--- src/hdl/wbit_pkg.sv ---
// ============================================================================
// wbit_pkg
// Shared codes, widths, reset values and control types of the work/break
// interval timer.
// ============================================================================
package wbit_pkg;

  // Field widths
  localparam int REQ_W   = 2;
  localparam int TIME_W  = 32;
  localparam int MV_W    = 16;
  localparam int VAL_W   = 16;
  localparam int SCALE_W = 8;
  localparam int BEEP_W  = 3;
  localparam int CFG_IDX_W = 3;
  localparam int CFG_DATA_W = 16;

  // Request codes
  localparam logic [REQ_W-1:0] REQ_TICK  = 2'd0;
  localparam logic [REQ_W-1:0] REQ_SHORT = 2'd1;
  localparam logic [REQ_W-1:0] REQ_LONG  = 2'd2;

  // Beep pattern codes
  localparam logic [BEEP_W-1:0] BEEP_NONE   = 3'd0;
  localparam logic [BEEP_W-1:0] BEEP_SHORT  = 3'd1;
  localparam logic [BEEP_W-1:0] BEEP_MEDIUM = 3'd2;
  localparam logic [BEEP_W-1:0] BEEP_MML    = 3'd3;
  localparam logic [BEEP_W-1:0] BEEP_LONG   = 3'd4;

  // Configuration register indexes
  localparam logic [CFG_IDX_W-1:0] CFG_WORK_SECONDS  = 3'd0;
  localparam logic [CFG_IDX_W-1:0] CFG_BREAK_SECONDS = 3'd1;
  localparam logic [CFG_IDX_W-1:0] CFG_BREAK_SCALE   = 3'd2;
  localparam logic [CFG_IDX_W-1:0] CFG_BATT_MIN_MV   = 3'd3;
  localparam logic [CFG_IDX_W-1:0] CFG_BATT_MAX_MV   = 3'd4;
  localparam logic [CFG_IDX_W-1:0] CFG_BAR_FULL      = 3'd5;
  localparam logic [CFG_IDX_W-1:0] CFG_BATT_SHOW_MS  = 3'd6;
  localparam logic [CFG_IDX_W-1:0] CFG_PWM_FULL      = 3'd7;

  // Configuration reset values
  localparam logic [VAL_W-1:0]   RST_WORK_SECONDS  = 16'd1500;
  localparam logic [VAL_W-1:0]   RST_BREAK_SECONDS = 16'd300;
  localparam logic [SCALE_W-1:0] RST_BREAK_SCALE   = 8'd5;
  localparam logic [VAL_W-1:0]   RST_BATT_MIN_MV   = 16'd3000;
  localparam logic [VAL_W-1:0]   RST_BATT_MAX_MV   = 16'd4200;
  localparam logic [VAL_W-1:0]   RST_BAR_FULL      = 16'd1500;
  localparam logic [VAL_W-1:0]   RST_BATT_SHOW_MS  = 16'd3000;
  localparam logic [VAL_W-1:0]   RST_PWM_FULL      = 16'd4095;

  // Battery charge divider: one quotient bit per cycle
  localparam int DIVIDEND_W = 2 * VAL_W;
  localparam int DIV_STEPS  = DIVIDEND_W;
  localparam int DIV_CNT_W  = $clog2(DIV_STEPS);

  // Controller to datapath commands
  typedef struct packed {
    logic capture;   // latch the input beat
    logic exec;      // apply the item to the timer state
    logic div_step;  // advance the divider by one bit
    logic load_out;  // move the result into the output register
  } wbit_cmd_t;

  // Datapath to controller status
  typedef struct packed {
    logic need_div;  // the latched item needs the charge division
    logic div_last;  // the divider is on its final bit
  } wbit_stat_t;

endpackage

--- src/hdl/wbit_ctrl.sv ---
// ============================================================================
// wbit_ctrl
// Sequencer of the interval timer: takes an input beat, runs the execute
// step and the optional division, and hands the result to the output register.
// ============================================================================
module wbit_ctrl
  import wbit_pkg::*;
(
  input  logic       clk,
  input  logic       rst_n,
  input  logic       in_valid,
  output logic       in_ready,
  output logic       out_valid,
  input  logic       out_ready,
  input  wbit_stat_t stat,
  output wbit_cmd_t  cmd
);

  localparam logic [1:0] S_IDLE = 2'd0;
  localparam logic [1:0] S_EXEC = 2'd1;
  localparam logic [1:0] S_DIV  = 2'd2;
  localparam logic [1:0] S_DONE = 2'd3;

  logic [1:0] state_r, state_nxt;
  logic       out_valid_r, out_valid_nxt;
  logic       out_free;

  assign in_ready  = (state_r == S_IDLE);
  assign out_valid = out_valid_r;
  assign out_free  = !out_valid_r || out_ready;

  // Sequence one item at a time
  always_comb begin
    state_nxt = state_r;
    cmd       = '0;
    case (state_r)
      S_IDLE: begin
        if (in_valid) begin
          cmd.capture = 1'b1;
          state_nxt   = S_EXEC;
        end
      end
      S_EXEC: begin
        cmd.exec  = 1'b1;
        state_nxt = stat.need_div ? S_DIV : S_DONE;
      end
      S_DIV: begin
        cmd.div_step = 1'b1;
        if (stat.div_last) begin
          state_nxt = S_DONE;
        end
      end
      S_DONE: begin
        if (out_free) begin
          cmd.load_out = 1'b1;
          state_nxt    = S_IDLE;
        end
      end
      default: begin
        state_nxt = S_IDLE;
      end
    endcase
  end

  // Hold the output beat until it is taken
  always_comb begin
    out_valid_nxt = out_valid_r;
    if (cmd.load_out) begin
      out_valid_nxt = 1'b1;
    end else if (out_ready) begin
      out_valid_nxt = 1'b0;
    end
  end

  always_ff @(posedge clk) begin
    if (!rst_n) begin
      state_r     <= S_IDLE;
      out_valid_r <= 1'b0;
    end else begin
      state_r     <= state_nxt;
      out_valid_r <= out_valid_nxt;
    end
  end

endmodule

--- src/hdl/wbit_dp.sv ---
// ============================================================================
// wbit_dp
// Datapath of the interval timer: configuration registers, timer state,
// result computation, serial charge divider and the output register.
// ============================================================================
module wbit_dp
  import wbit_pkg::*;
(
  input  logic                  clk,
  input  logic                  rst_n,
  // configuration
  input  logic                  cfg_wr_en,
  input  logic [CFG_IDX_W-1:0]  cfg_index,
  input  logic [CFG_DATA_W-1:0] cfg_wdata,
  // input payload
  input  logic [REQ_W-1:0]      in_req_type,
  input  logic [TIME_W-1:0]     in_now_ms,
  input  logic [MV_W-1:0]       in_battery_mv,
  // control
  input  wbit_cmd_t             cmd,
  output wbit_stat_t            stat,
  // output payload
  output logic                  out_bar_write,
  output logic [VAL_W-1:0]      out_bar_value,
  output logic                  out_leds_write,
  output logic [VAL_W-1:0]      out_red_pwm,
  output logic [VAL_W-1:0]      out_green_pwm,
  output logic [BEEP_W-1:0]     out_beep_pattern,
  output logic                  out_is_running,
  output logic                  out_in_break,
  output logic [VAL_W-1:0]      out_seconds_left
);

  // Configuration registers
  logic [VAL_W-1:0]   work_sec_r, break_sec_r, batt_min_r, batt_max_r;
  logic [VAL_W-1:0]   bar_full_r, batt_show_r, pwm_full_r;
  logic [SCALE_W-1:0] scale_r;

  always_ff @(posedge clk) begin
    if (!rst_n) begin
      work_sec_r  <= RST_WORK_SECONDS;
      break_sec_r <= RST_BREAK_SECONDS;
      scale_r     <= RST_BREAK_SCALE;
      batt_min_r  <= RST_BATT_MIN_MV;
      batt_max_r  <= RST_BATT_MAX_MV;
      bar_full_r  <= RST_BAR_FULL;
      batt_show_r <= RST_BATT_SHOW_MS;
      pwm_full_r  <= RST_PWM_FULL;
    end else if (cfg_wr_en) begin
      case (cfg_index)
        CFG_WORK_SECONDS:  work_sec_r  <= cfg_wdata;
        CFG_BREAK_SECONDS: break_sec_r <= cfg_wdata;
        CFG_BREAK_SCALE:   scale_r     <= cfg_wdata[SCALE_W-1:0];
        CFG_BATT_MIN_MV:   batt_min_r  <= cfg_wdata;
        CFG_BATT_MAX_MV:   batt_max_r  <= cfg_wdata;
        CFG_BAR_FULL:      bar_full_r  <= cfg_wdata;
        CFG_BATT_SHOW_MS:  batt_show_r <= cfg_wdata;
        CFG_PWM_FULL:      pwm_full_r  <= cfg_wdata;
        default: ;
      endcase
    end
  end

  // Latched input beat
  logic [REQ_W-1:0]  req_r;
  logic [TIME_W-1:0] now_r;
  logic [MV_W-1:0]   mv_r;

  always_ff @(posedge clk) begin
    if (cmd.capture) begin
      req_r <= in_req_type;
      now_r <= in_now_ms;
      mv_r  <= in_battery_mv;
    end
  end

  // Timer state
  logic [VAL_W-1:0]  sec_r, sec_nxt;
  logic              run_r, run_nxt;
  logic              brk_r, brk_nxt;
  logic              blink_r, blink_nxt;
  logic [TIME_W-1:0] deadline_r, deadline_nxt;

  // Result stage
  logic              res_bar_w_r, res_bar_w_nxt;
  logic [VAL_W-1:0]  res_bar_v_r, res_bar_v_nxt;
  logic              res_div_r, res_div_nxt;
  logic              res_led_w_r, res_led_w_nxt;
  logic [VAL_W-1:0]  res_red_r, res_red_nxt;
  logic [VAL_W-1:0]  res_green_r, res_green_nxt;
  logic [BEEP_W-1:0] res_beep_r, res_beep_nxt;

  // Divider
  logic [DIVIDEND_W-1:0] dvd_r, dvd_nxt;
  logic [VAL_W-1:0]      rem_r, rem_nxt;
  logic [DIV_CNT_W-1:0]  cnt_r, cnt_nxt;
  logic [VAL_W-1:0]      span;
  logic [VAL_W:0]        part, trial;

  // Progress and charge helpers
  logic [VAL_W+SCALE_W-1:0] prog_wide;
  logic [VAL_W-1:0]         prog;
  logic [VAL_W-1:0]         sec_dec;
  logic                     mv_above, mv_below;
  logic [DIVIDEND_W-1:0]    charge_prod;

  assign span        = batt_max_r - batt_min_r;
  assign mv_above    = (mv_r > batt_max_r);
  assign mv_below    = (mv_r < batt_min_r);
  assign charge_prod = DIVIDEND_W'(mv_r - batt_min_r) * DIVIDEND_W'(bar_full_r);
  assign prog_wide   = (VAL_W+SCALE_W)'(sec_r) * (VAL_W+SCALE_W)'(scale_r);
  assign sec_dec     = (sec_r == '0) ? '0 : sec_r - VAL_W'(1);

  always_comb begin
    if (!brk_r) begin
      prog = sec_r;
    end else if (prog_wide > (VAL_W+SCALE_W)'({VAL_W{1'b1}})) begin
      prog = {VAL_W{1'b1}};
    end else begin
      prog = prog_wide[VAL_W-1:0];
    end
  end

  // Only a long press with an in-range reading and distinct limits needs the division
  assign stat.need_div = (req_r == REQ_LONG) && !mv_above && !mv_below &&
                         (batt_max_r != batt_min_r);
  assign stat.div_last = (cnt_r == DIV_CNT_W'(DIV_STEPS - 1));

  // Apply the item to the timer state
  always_comb begin
    sec_nxt       = sec_r;
    run_nxt       = run_r;
    brk_nxt       = brk_r;
    blink_nxt     = blink_r;
    deadline_nxt  = deadline_r;
    res_bar_w_nxt = res_bar_w_r;
    res_bar_v_nxt = res_bar_v_r;
    res_div_nxt   = res_div_r;
    res_led_w_nxt = res_led_w_r;
    res_red_nxt   = res_red_r;
    res_green_nxt = res_green_r;
    res_beep_nxt  = res_beep_r;
    if (cmd.exec) begin
      res_bar_w_nxt = 1'b0;
      res_bar_v_nxt = '0;
      res_div_nxt   = 1'b0;
      res_led_w_nxt = 1'b0;
      res_red_nxt   = '0;
      res_green_nxt = '0;
      res_beep_nxt  = BEEP_NONE;
      case (req_r)
        REQ_TICK: begin
          if (now_r > deadline_r) begin
            res_bar_w_nxt = 1'b1;
            res_bar_v_nxt = prog;
          end
          if (!run_r) begin
            // blink the LED of the current mode
            res_led_w_nxt = 1'b1;
            if (brk_r) begin
              res_green_nxt = blink_r ? pwm_full_r : '0;
            end else begin
              res_red_nxt = blink_r ? pwm_full_r : '0;
            end
            blink_nxt = !blink_r;
          end else begin
            sec_nxt = sec_dec;
            if (sec_dec == '0) begin
              // switch mode and reload
              res_led_w_nxt = 1'b1;
              if (!brk_r) begin
                res_beep_nxt  = BEEP_MML;
                res_green_nxt = pwm_full_r;
                sec_nxt       = break_sec_r;
                brk_nxt       = 1'b1;
              end else begin
                res_beep_nxt = BEEP_LONG;
                res_red_nxt  = pwm_full_r;
                sec_nxt      = work_sec_r;
                brk_nxt      = 1'b0;
              end
            end
          end
        end
        REQ_SHORT: begin
          res_beep_nxt  = BEEP_SHORT;
          res_led_w_nxt = 1'b1;
          run_nxt       = !run_r;
          if (!run_r) begin
            if (brk_r) begin
              res_green_nxt = pwm_full_r;
            end else begin
              res_red_nxt = pwm_full_r;
            end
          end
        end
        REQ_LONG: begin
          res_beep_nxt  = BEEP_MEDIUM;
          run_nxt       = 1'b0;
          brk_nxt       = 1'b0;
          sec_nxt       = work_sec_r;
          res_led_w_nxt = 1'b1;
          res_red_nxt   = pwm_full_r;
          res_bar_w_nxt = 1'b1;
          deadline_nxt  = now_r + TIME_W'(batt_show_r);
          if (mv_above) begin
            res_bar_v_nxt = bar_full_r;
          end else if (mv_below) begin
            res_bar_v_nxt = '0;
          end else if (batt_max_r == batt_min_r) begin
            res_bar_v_nxt = bar_full_r;
          end else begin
            res_div_nxt = 1'b1;
          end
        end
        default: ;
      endcase
    end
  end

  // Restoring division, one quotient bit per step
  assign part  = {rem_r, dvd_r[DIVIDEND_W-1]};
  assign trial = part - {1'b0, span};

  always_comb begin
    dvd_nxt = dvd_r;
    rem_nxt = rem_r;
    cnt_nxt = cnt_r;
    if (cmd.exec) begin
      dvd_nxt = charge_prod;
      rem_nxt = '0;
      cnt_nxt = '0;
    end else if (cmd.div_step) begin
      cnt_nxt = cnt_r + DIV_CNT_W'(1);
      if (!trial[VAL_W]) begin
        rem_nxt = trial[VAL_W-1:0];
        dvd_nxt = {dvd_r[DIVIDEND_W-2:0], 1'b1};
      end else begin
        rem_nxt = part[VAL_W-1:0];
        dvd_nxt = {dvd_r[DIVIDEND_W-2:0], 1'b0};
      end
    end
  end

  always_ff @(posedge clk) begin
    if (!rst_n) begin
      sec_r      <= RST_WORK_SECONDS;
      run_r      <= 1'b0;
      brk_r      <= 1'b0;
      blink_r    <= 1'b0;
      deadline_r <= '0;
      cnt_r      <= '0;
    end else begin
      sec_r      <= sec_nxt;
      run_r      <= run_nxt;
      brk_r      <= brk_nxt;
      blink_r    <= blink_nxt;
      deadline_r <= deadline_nxt;
      cnt_r      <= cnt_nxt;
    end
  end

  always_ff @(posedge clk) begin
    res_bar_w_r <= res_bar_w_nxt;
    res_bar_v_r <= res_bar_v_nxt;
    res_div_r   <= res_div_nxt;
    res_led_w_r <= res_led_w_nxt;
    res_red_r   <= res_red_nxt;
    res_green_r <= res_green_nxt;
    res_beep_r  <= res_beep_nxt;
    dvd_r       <= dvd_nxt;
    rem_r       <= rem_nxt;
  end

  // Output register: load the finished result
  always_ff @(posedge clk) begin
    if (cmd.load_out) begin
      out_bar_write    <= res_bar_w_r;
      out_bar_value    <= res_div_r ? dvd_r[VAL_W-1:0] : res_bar_v_r;
      out_leds_write   <= res_led_w_r;
      out_red_pwm      <= res_red_r;
      out_green_pwm    <= res_green_r;
      out_beep_pattern <= res_beep_r;
      out_is_running   <= run_r;
      out_in_break     <= brk_r;
      out_seconds_left <= sec_r;
    end
  end

endmodule

--- src/hdl/work_break_interval_timer_unit.sv ---
// ============================================================================
// work_break_interval_timer_unit
// Work/break countdown controller driven by tick and button events.
// ============================================================================
// Each accepted event yields exactly one result beat. Ticks and short presses
// go through the execute state to the done state, which loads the output
// register; a long press with the battery reading inside the configured
// window, limits included, and distinct limits also runs the 32-step restoring
// divider that scales the charge. Events are processed one at a time; a new
// event is accepted as soon as the previous one sits in the output register,
// even while that beat still waits for out_ready. Configuration writes take
// effect on the next clock and are meant for idle periods only.
module work_break_interval_timer_unit
  import wbit_pkg::*;
(
  input  logic                  clk,
  input  logic                  rst_n,
  // configuration write port
  input  logic                  cfg_wr_en,
  input  logic [CFG_IDX_W-1:0]  cfg_index,
  input  logic [CFG_DATA_W-1:0] cfg_wdata,
  // event channel
  input  logic                  in_valid,
  output logic                  in_ready,
  input  logic [REQ_W-1:0]      in_req_type,
  input  logic [TIME_W-1:0]     in_now_ms,
  input  logic [MV_W-1:0]       in_battery_mv,
  // result channel
  output logic                  out_valid,
  input  logic                  out_ready,
  output logic                  out_bar_write,
  output logic [VAL_W-1:0]      out_bar_value,
  output logic                  out_leds_write,
  output logic [VAL_W-1:0]      out_red_pwm,
  output logic [VAL_W-1:0]      out_green_pwm,
  output logic [BEEP_W-1:0]     out_beep_pattern,
  output logic                  out_is_running,
  output logic                  out_in_break,
  output logic [VAL_W-1:0]      out_seconds_left
);

  wbit_cmd_t  cmd;
  wbit_stat_t stat;

  // Sequencer
  wbit_ctrl u_ctrl (
    .clk       (clk),
    .rst_n     (rst_n),
    .in_valid  (in_valid),
    .in_ready  (in_ready),
    .out_valid (out_valid),
    .out_ready (out_ready),
    .stat      (stat),
    .cmd       (cmd)
  );

  // Datapath
  wbit_dp u_dp (
    .clk              (clk),
    .rst_n            (rst_n),
    .cfg_wr_en        (cfg_wr_en),
    .cfg_index        (cfg_index),
    .cfg_wdata        (cfg_wdata),
    .in_req_type      (in_req_type),
    .in_now_ms        (in_now_ms),
    .in_battery_mv    (in_battery_mv),
    .cmd              (cmd),
    .stat             (stat),
    .out_bar_write    (out_bar_write),
    .out_bar_value    (out_bar_value),
    .out_leds_write   (out_leds_write),
    .out_red_pwm      (out_red_pwm),
    .out_green_pwm    (out_green_pwm),
    .out_beep_pattern (out_beep_pattern),
    .out_is_running   (out_is_running),
    .out_in_break     (out_in_break),
    .out_seconds_left (out_seconds_left)
  );

endmodule

--- config.mk ---
export PLATFORM = sky130hd
export DESIGN_NAME = work_break_interval_timer_unit
export DESIGN_NICKNAME = d
export VERILOG_FILES = /design/src/hdl/wbit_pkg.sv /design/src/hdl/wbit_ctrl.sv /design/src/hdl/wbit_dp.sv /design/src/hdl/work_break_interval_timer_unit.sv
export SDC_FILE = /design/constraint.sdc
export NUM_CORES = 2
export LEC_CHECK = 0
export BUFFER_PORTS_ARGS = -buffer_cell sky130_fd_sc_hd__buf_2
export CAP_MARGIN = 20
export CELL_PAD_IN_SITES_DETAIL_PLACEMENT = 2
export CELL_PAD_IN_SITES_GLOBAL_PLACEMENT = 2
export CORE_ASPECT_RATIO = 2
export CORE_MARGIN = 2
export CORE_UTILIZATION = 44
export DETAILED_ROUTE_END_ITERATION = 7
export GPL_TIMING_DRIVEN = 0
export MAX_ROUTING_LAYER = met4
export PLACE_DENSITY_LB_ADDON = 0.1
export SYNTH_ARGS = -nofsm -noshare
export SYNTH_HDL_FRONTEND = slang
export SYNTH_HIERARCHICAL = 1
export SYNTH_SLANG_ARGS = --single-unit
--- constraint.sdc ---
create_clock -name clk -period 15.5 [get_ports clk]
set_clock_uncertainty 0.2 [all_clocks]
set_input_delay 0.775 -clock clk [delete_from_list [all_inputs] [get_ports clk]]
set_output_delay 0.775 -clock clk [all_outputs]
set_load 0.02 [all_outputs]
Word level (Yosys, flattened, before mapping)

Index checks and enable logic that the tools add are counted.

$add $sub $neg: 6
Multipliers: 2
$lt $le $gt $ge: 4
Equality and inequality tests: 20
Multiplexer cells: 58
Bitwise logic cells: 3
Reduce and logical (&&, ||, !) cells: 35

Operators with widths:

| kind                    | count |
|---|---|
| $mux W16                | 23 |
| $pmux W16 S2            | 3 |
| $mux W32                | 2 |
| $pmux W16 S3            | 1 |
| $add A32 B16 Y32        | 1 |
| $gt A32 B32 Y1          | 1 |
| $logic_not A16 Y1       | 2 |
| $mul A32 B16 Y32        | 1 |
| $gt A24 B16 Y1 const B  | 1 |
| $mul A16 B8 Y24         | 1 |
| $reduce_and A2 Y1       | 10 |
| $mux W1                 | 17 |
| $sub A16 B16 Y17        | 1 |
| $sub A17 B16 Y17        | 1 |
| $eq A16 B16 Y1          | 1 |
| $gt A16 B16 Y1          | 1 |
| $lt A16 B16 Y1          | 1 |
| $ne A16 B16 Y1          | 1 |
| $sub A16 B1 Y16 const B | 1 |
| $sub A16 B16 Y16        | 1 |
| $eq A3 B3 Y1 const B    | 4 |
| $mux W3                 | 3 |
| $pmux W3 S3             | 1 |
| $reduce_and A3 Y1       | 3 |
| 21 further kinds        | 46 |

Register bits: 402
Input bits: 74
Word-level logic and storage cells: 165

Longest topological paths before layout

Depth after elaboration: 7
Gate-level depth with buffers: 35
Depth with buffers taken out: 34

Modules after synthesis

The synthesis kept the hierarchy.

By module, submodules not included:

| module    | times used | cells an instance | area each (µm²) |
|---|---|---|---|
| wbit_dp   | 1          | 3619              | 34032.6 |
| wbit_ctrl | 1          | 27                | 262.8 |

Least setup slack after synthesis

Ideal clock, no wire load.

Kind: reg-to-reg
From: reg u_dp.batt_min_r[1]
To: reg u_dp.dvd_r[28], data pin
Setup time: 260 ps
Data arrival time: 7616 ps
Required time: 15040 ps
Slack: 7424 ps
Cell stages (with the launch flop): 32
Period minus slack after synthesis: 8076 ps
Cell sequence: dfxtp_1 -> inv_1 -> ha_1 -> nor2b_1 -> o21ai_0 -> a21oi_1 -> o2111ai_1 -> a21boi_0 -> o21ai_0 -> a21boi_0 -> xor2_1 -> clkbuf_1 -> nand2_1 -> fa_1 -> fa_1 -> fa_1 -> inv_1 -> fa_1 -> fa_1 -> inv_1 -> fa_1 -> inv_1 -> ha_1 -> a21o_1 -> a21o_1 -> a211o_1 -> a21o_1 -> nor3_1 -> a211oi_1 -> nor3_1 -> xnor2_1 -> mux2_2

Longest elaborated chain between the ends: 3

RTL lines:

| what                     | RTL line       | text |
|---|---|---|
| start: declaration       | wbit_dp.sv:35  | `logic [VAL_W-1:0] work_sec_r, break_sec_r, batt_min_r, batt_max_r;` |
| start signal: assignment | wbit_dp.sv:54  | `CFG_BATT_MIN_MV: batt_min_r <= cfg_wdata;` |
| $sub A16 B16 Y17         | wbit_dp.sv:110 | `assign charge_prod = DIVIDEND_W'(mv_r - batt_min_r) * DIVIDEND_W'(bar_full_r);` |
| $mul A32 B16 Y32         | wbit_dp.sv:110 |  |
| $mux W32                 | wbit_dp.sv:229 | `if (cmd.exec) begin` |
| net u_dp.dvd_nxt[28]     | wbit_dp.sv:94  | `logic [DIVIDEND_W-1:0] dvd_r, dvd_nxt;` |
| end signal: assignment   | wbit_dp.sv:271 | `dvd_r <= dvd_nxt;` |
| end: declaration         | wbit_dp.sv:94  |  |

The timed path passes the listed nets, and every way through them passes these cells.
A chain may end at the register's enable or synchronous reset.

Worst setup path after layout

From: reg u_dp.mv_r[0]
To: reg u_dp.dvd_r[31], data pin

Longest elaborated chain between the ends: 3

RTL lines:

| what                     | RTL line       | text |
|---|---|---|
| start: declaration       | wbit_dp.sv:67  | `logic [MV_W-1:0] mv_r;` |
| start signal: assignment | wbit_dp.sv:73  | `mv_r <= in_battery_mv;` |
| $sub A16 B16 Y17         | wbit_dp.sv:110 |  |
| $mul A32 B16 Y32         | wbit_dp.sv:110 |  |
| $mux W32                 | wbit_dp.sv:229 |  |
| net u_dp.dvd_nxt[31]     | wbit_dp.sv:94  |  |

The timed path passes the listed nets, and every way through them passes these cells.

==> flow_summary.yaml <==
clock_network:
  tritoncts: "built"
  cts_sinks: 402
  post_cts_buffers: 0
  cts-root-buf: "clkbuf_16"
  clk_latency_ps: 610
  clock_path_buffers: 3
  h-tree-depth: 2
  cts_hold_repair.buffers: 0
  cts.reportedPaths.clkPinSlew_ps: 70
  numCtsBuffers: 41
  cts-resized-gates: 0
placement:
  dp_hpwl_um: 110800
  port_buffers: 136
  dp_cells: 4818
  gp_congestion: 0.9504
detailed_routing:
  dr.first_iter.drc_count: 1099
  drc: 0
  drt-vias-per-instance: 5.679
  firstDrtPassIters: 8
  routed_wl_um: 136400
  vias: 27835
  wire_per_inst_um: 27.84
  ant_nets: 0
global_route:
  grt_usage_pct: 35.47
  grt_pass1_vias: 33498
  antenna_found_initial: 9
  grt_max_degree: 72
  grt_pass1_wl_um: 205300
  grt.overflow.total: 0
worst_setup_path:
  crit_type: "flop to flop"
  startpoint_type: "flop"
  crit_top_cell: "fa_1"
  cp.required_ps: 15610
  crit_cells: 30
  worstSetupEndpointType: "flop"
  cpMaxStageDelayCell: "xnor2_1"
  rr_worst_depth: 30
  crit_family: "adder cells"
  cp_num_buf_inv: 5
  critPathArrivalTime_ps: 11090
  critPathMaxFanout: 10
  cpPeakStageDelay_ps: 910
yosys:
  ys_ff_latch: 402
  synthCells: 3646
  netlist_top_cells_count: "544 x inv_1, 487 x nand2_1, 350 x fa_1"
  yosys_warnings: 6
  synthDistinctLibCells: 93
  synth-edff-count: 207
  syn-num-nets: 4318
  netlist.area_leader.share_pct: 20.43
  yosys.area.top_type: "fa_1"
  ys_seq_area_share_pct: 29.51
  synth_area_leaders: "fa_1 20%, edfxtp_1 18%, dfxtp_1 11%, ha_1 9.0%, inv_1 6.0%"
  synth_area_um2: 34300
  yosysMostFrequentCell: "inv_1"
  avgSynthCellArea_um2: 9.406
  async_reset_ff_share_pct: 0
  synth_ff_type: "edfxtp_1"
flow_run:
  maxCapViolations: 0
floorplanning:
  initial_core_util_pct: 44.47
  fp.coreArea_um2: 77110
  die_w_um: 201.4
  rows: 144
  die_y_um: 398.8
  dieArea_um2: 80330
  ios: 147
min_path:
  holdPathStages: 1
  hold_class: "primary input to flop"
sta:
  slew_violations: 0
  final_hold_viol_count: 0
  fin_tns_setup_ps: 0
  period_share_pct: 70.81
  rsz0062_at_grt: "false"
  fmaxAchievable_ghz: 0.09112
  min_period_ps: 10980
  setup_violations: 0
  slew_headroom_pct: 16.92
  worst_slew_pin_slew_ps: 1242
layout:
  syn_to_final_growth_pct: 10.40
  final_cell_count_no_fill: 4901
  nets: 4512
  final_layout_size_suffix_gt1_share_pct: 8.082
  reg_top3: "u_dp/deadline_r x32, u_dp/dvd_r x32, u_dp/now_r x32"
run_status:
  status: "complete, no violations"
[cell usage in the layout, fill, tap and decap left out, types with 28 or more instances in the layout]
cell,synthesis,routed
buf_2,2,138
xor2_1,34,34
nand2_1,487,487
inv_1,544,543
and2_1,250,250
nor2_1,117,117
a21oi_1,192,192
nand3_1,90,90
xnor2_1,86,86
a21o_1,57,57
nor2b_1,59,59
nor3_1,46,46
ha_1,248,247
nand2b_1,28,28
dfxtp_1,195,195
nand4_1,29,29
clkbuf_1,129,138
fa_1,350,350
mux2_2,53,53
clkbuf_16,0,43
edfxtp_1,207,207
o21ai_0,93,93
[metal layers]
metal / vias to the layer above / share of wire, % / GRT usage, %
met5: - / 0 / -
met4: 0 / 8.7 / 25.93
met3: 484 / 3.1 / 4.122
met2: 725 / 56 / 68.16
met1: 14313 / 33 / 31.56
li1: 12313 / - / -
[metrics by stage]
stage / util, % / hold slack (ps) / setup WS (ps) / area (um2)
CTS: 49.04 / 109.0 / 4722 / 37820
floorplan: - / 200.3 / 7424 / 34300
detailed placement: 47.26 / 206.2 / 4845 / 36440
global route: 49.10 / 129.1 / 4343 / 37860
finish: 49.10 / 139.8 / 4525 / 37860
global placement: 47.01 / 203.1 / 4746 / 36250
[area by class of cell]
type,count,area [um2]
Clock buffer,54,1127
Buffer,162,670.6
Multi-Input combinational cell,2536,21470
Fill cell,8436,39250
Inverter,546,2049
Sequential cell,402,10120
Timing Repair Buffer,151,875.8
Tap cell,1022,1279
Clock inverter,22,251.5
Antenna cell,6,15.01
[kinds of logic (layout without fill, tap and decap cells)]
logic type	after synthesis	count (layout)	synth area share (%)
XOR/XNOR	122	122	3.211
AND/OR/NAND/NOR	1189	1189	17.09
flip-flops	402	402	29.51
other	0	6	0
adder cells (fa/ha/maj)	602	602	29.60
AO/OA/AOI/OAI	547	547	10.26
multiplexers	76	76	2.412
buffers and inverters	708	935	7.928
[path summary, 6_finish.rpt]
path,start,to,slack [ps]
hold / removal,in_now_ms[5],u_dp/now_r[5],140
setup reg to reg,u_dp/mv_r[0],u_dp/dvd_r[31],4520
hold reg to reg,u_dp/res_green_r[6],u_dp/out_green_pwm[6],220
setup / recovery,u_dp/mv_r[0],u_dp/dvd_r[31],4520
Power is left out: the tool's default activity adds up to more than one toggle a clock period on the data nets, which glitch-free logic cannot reach.
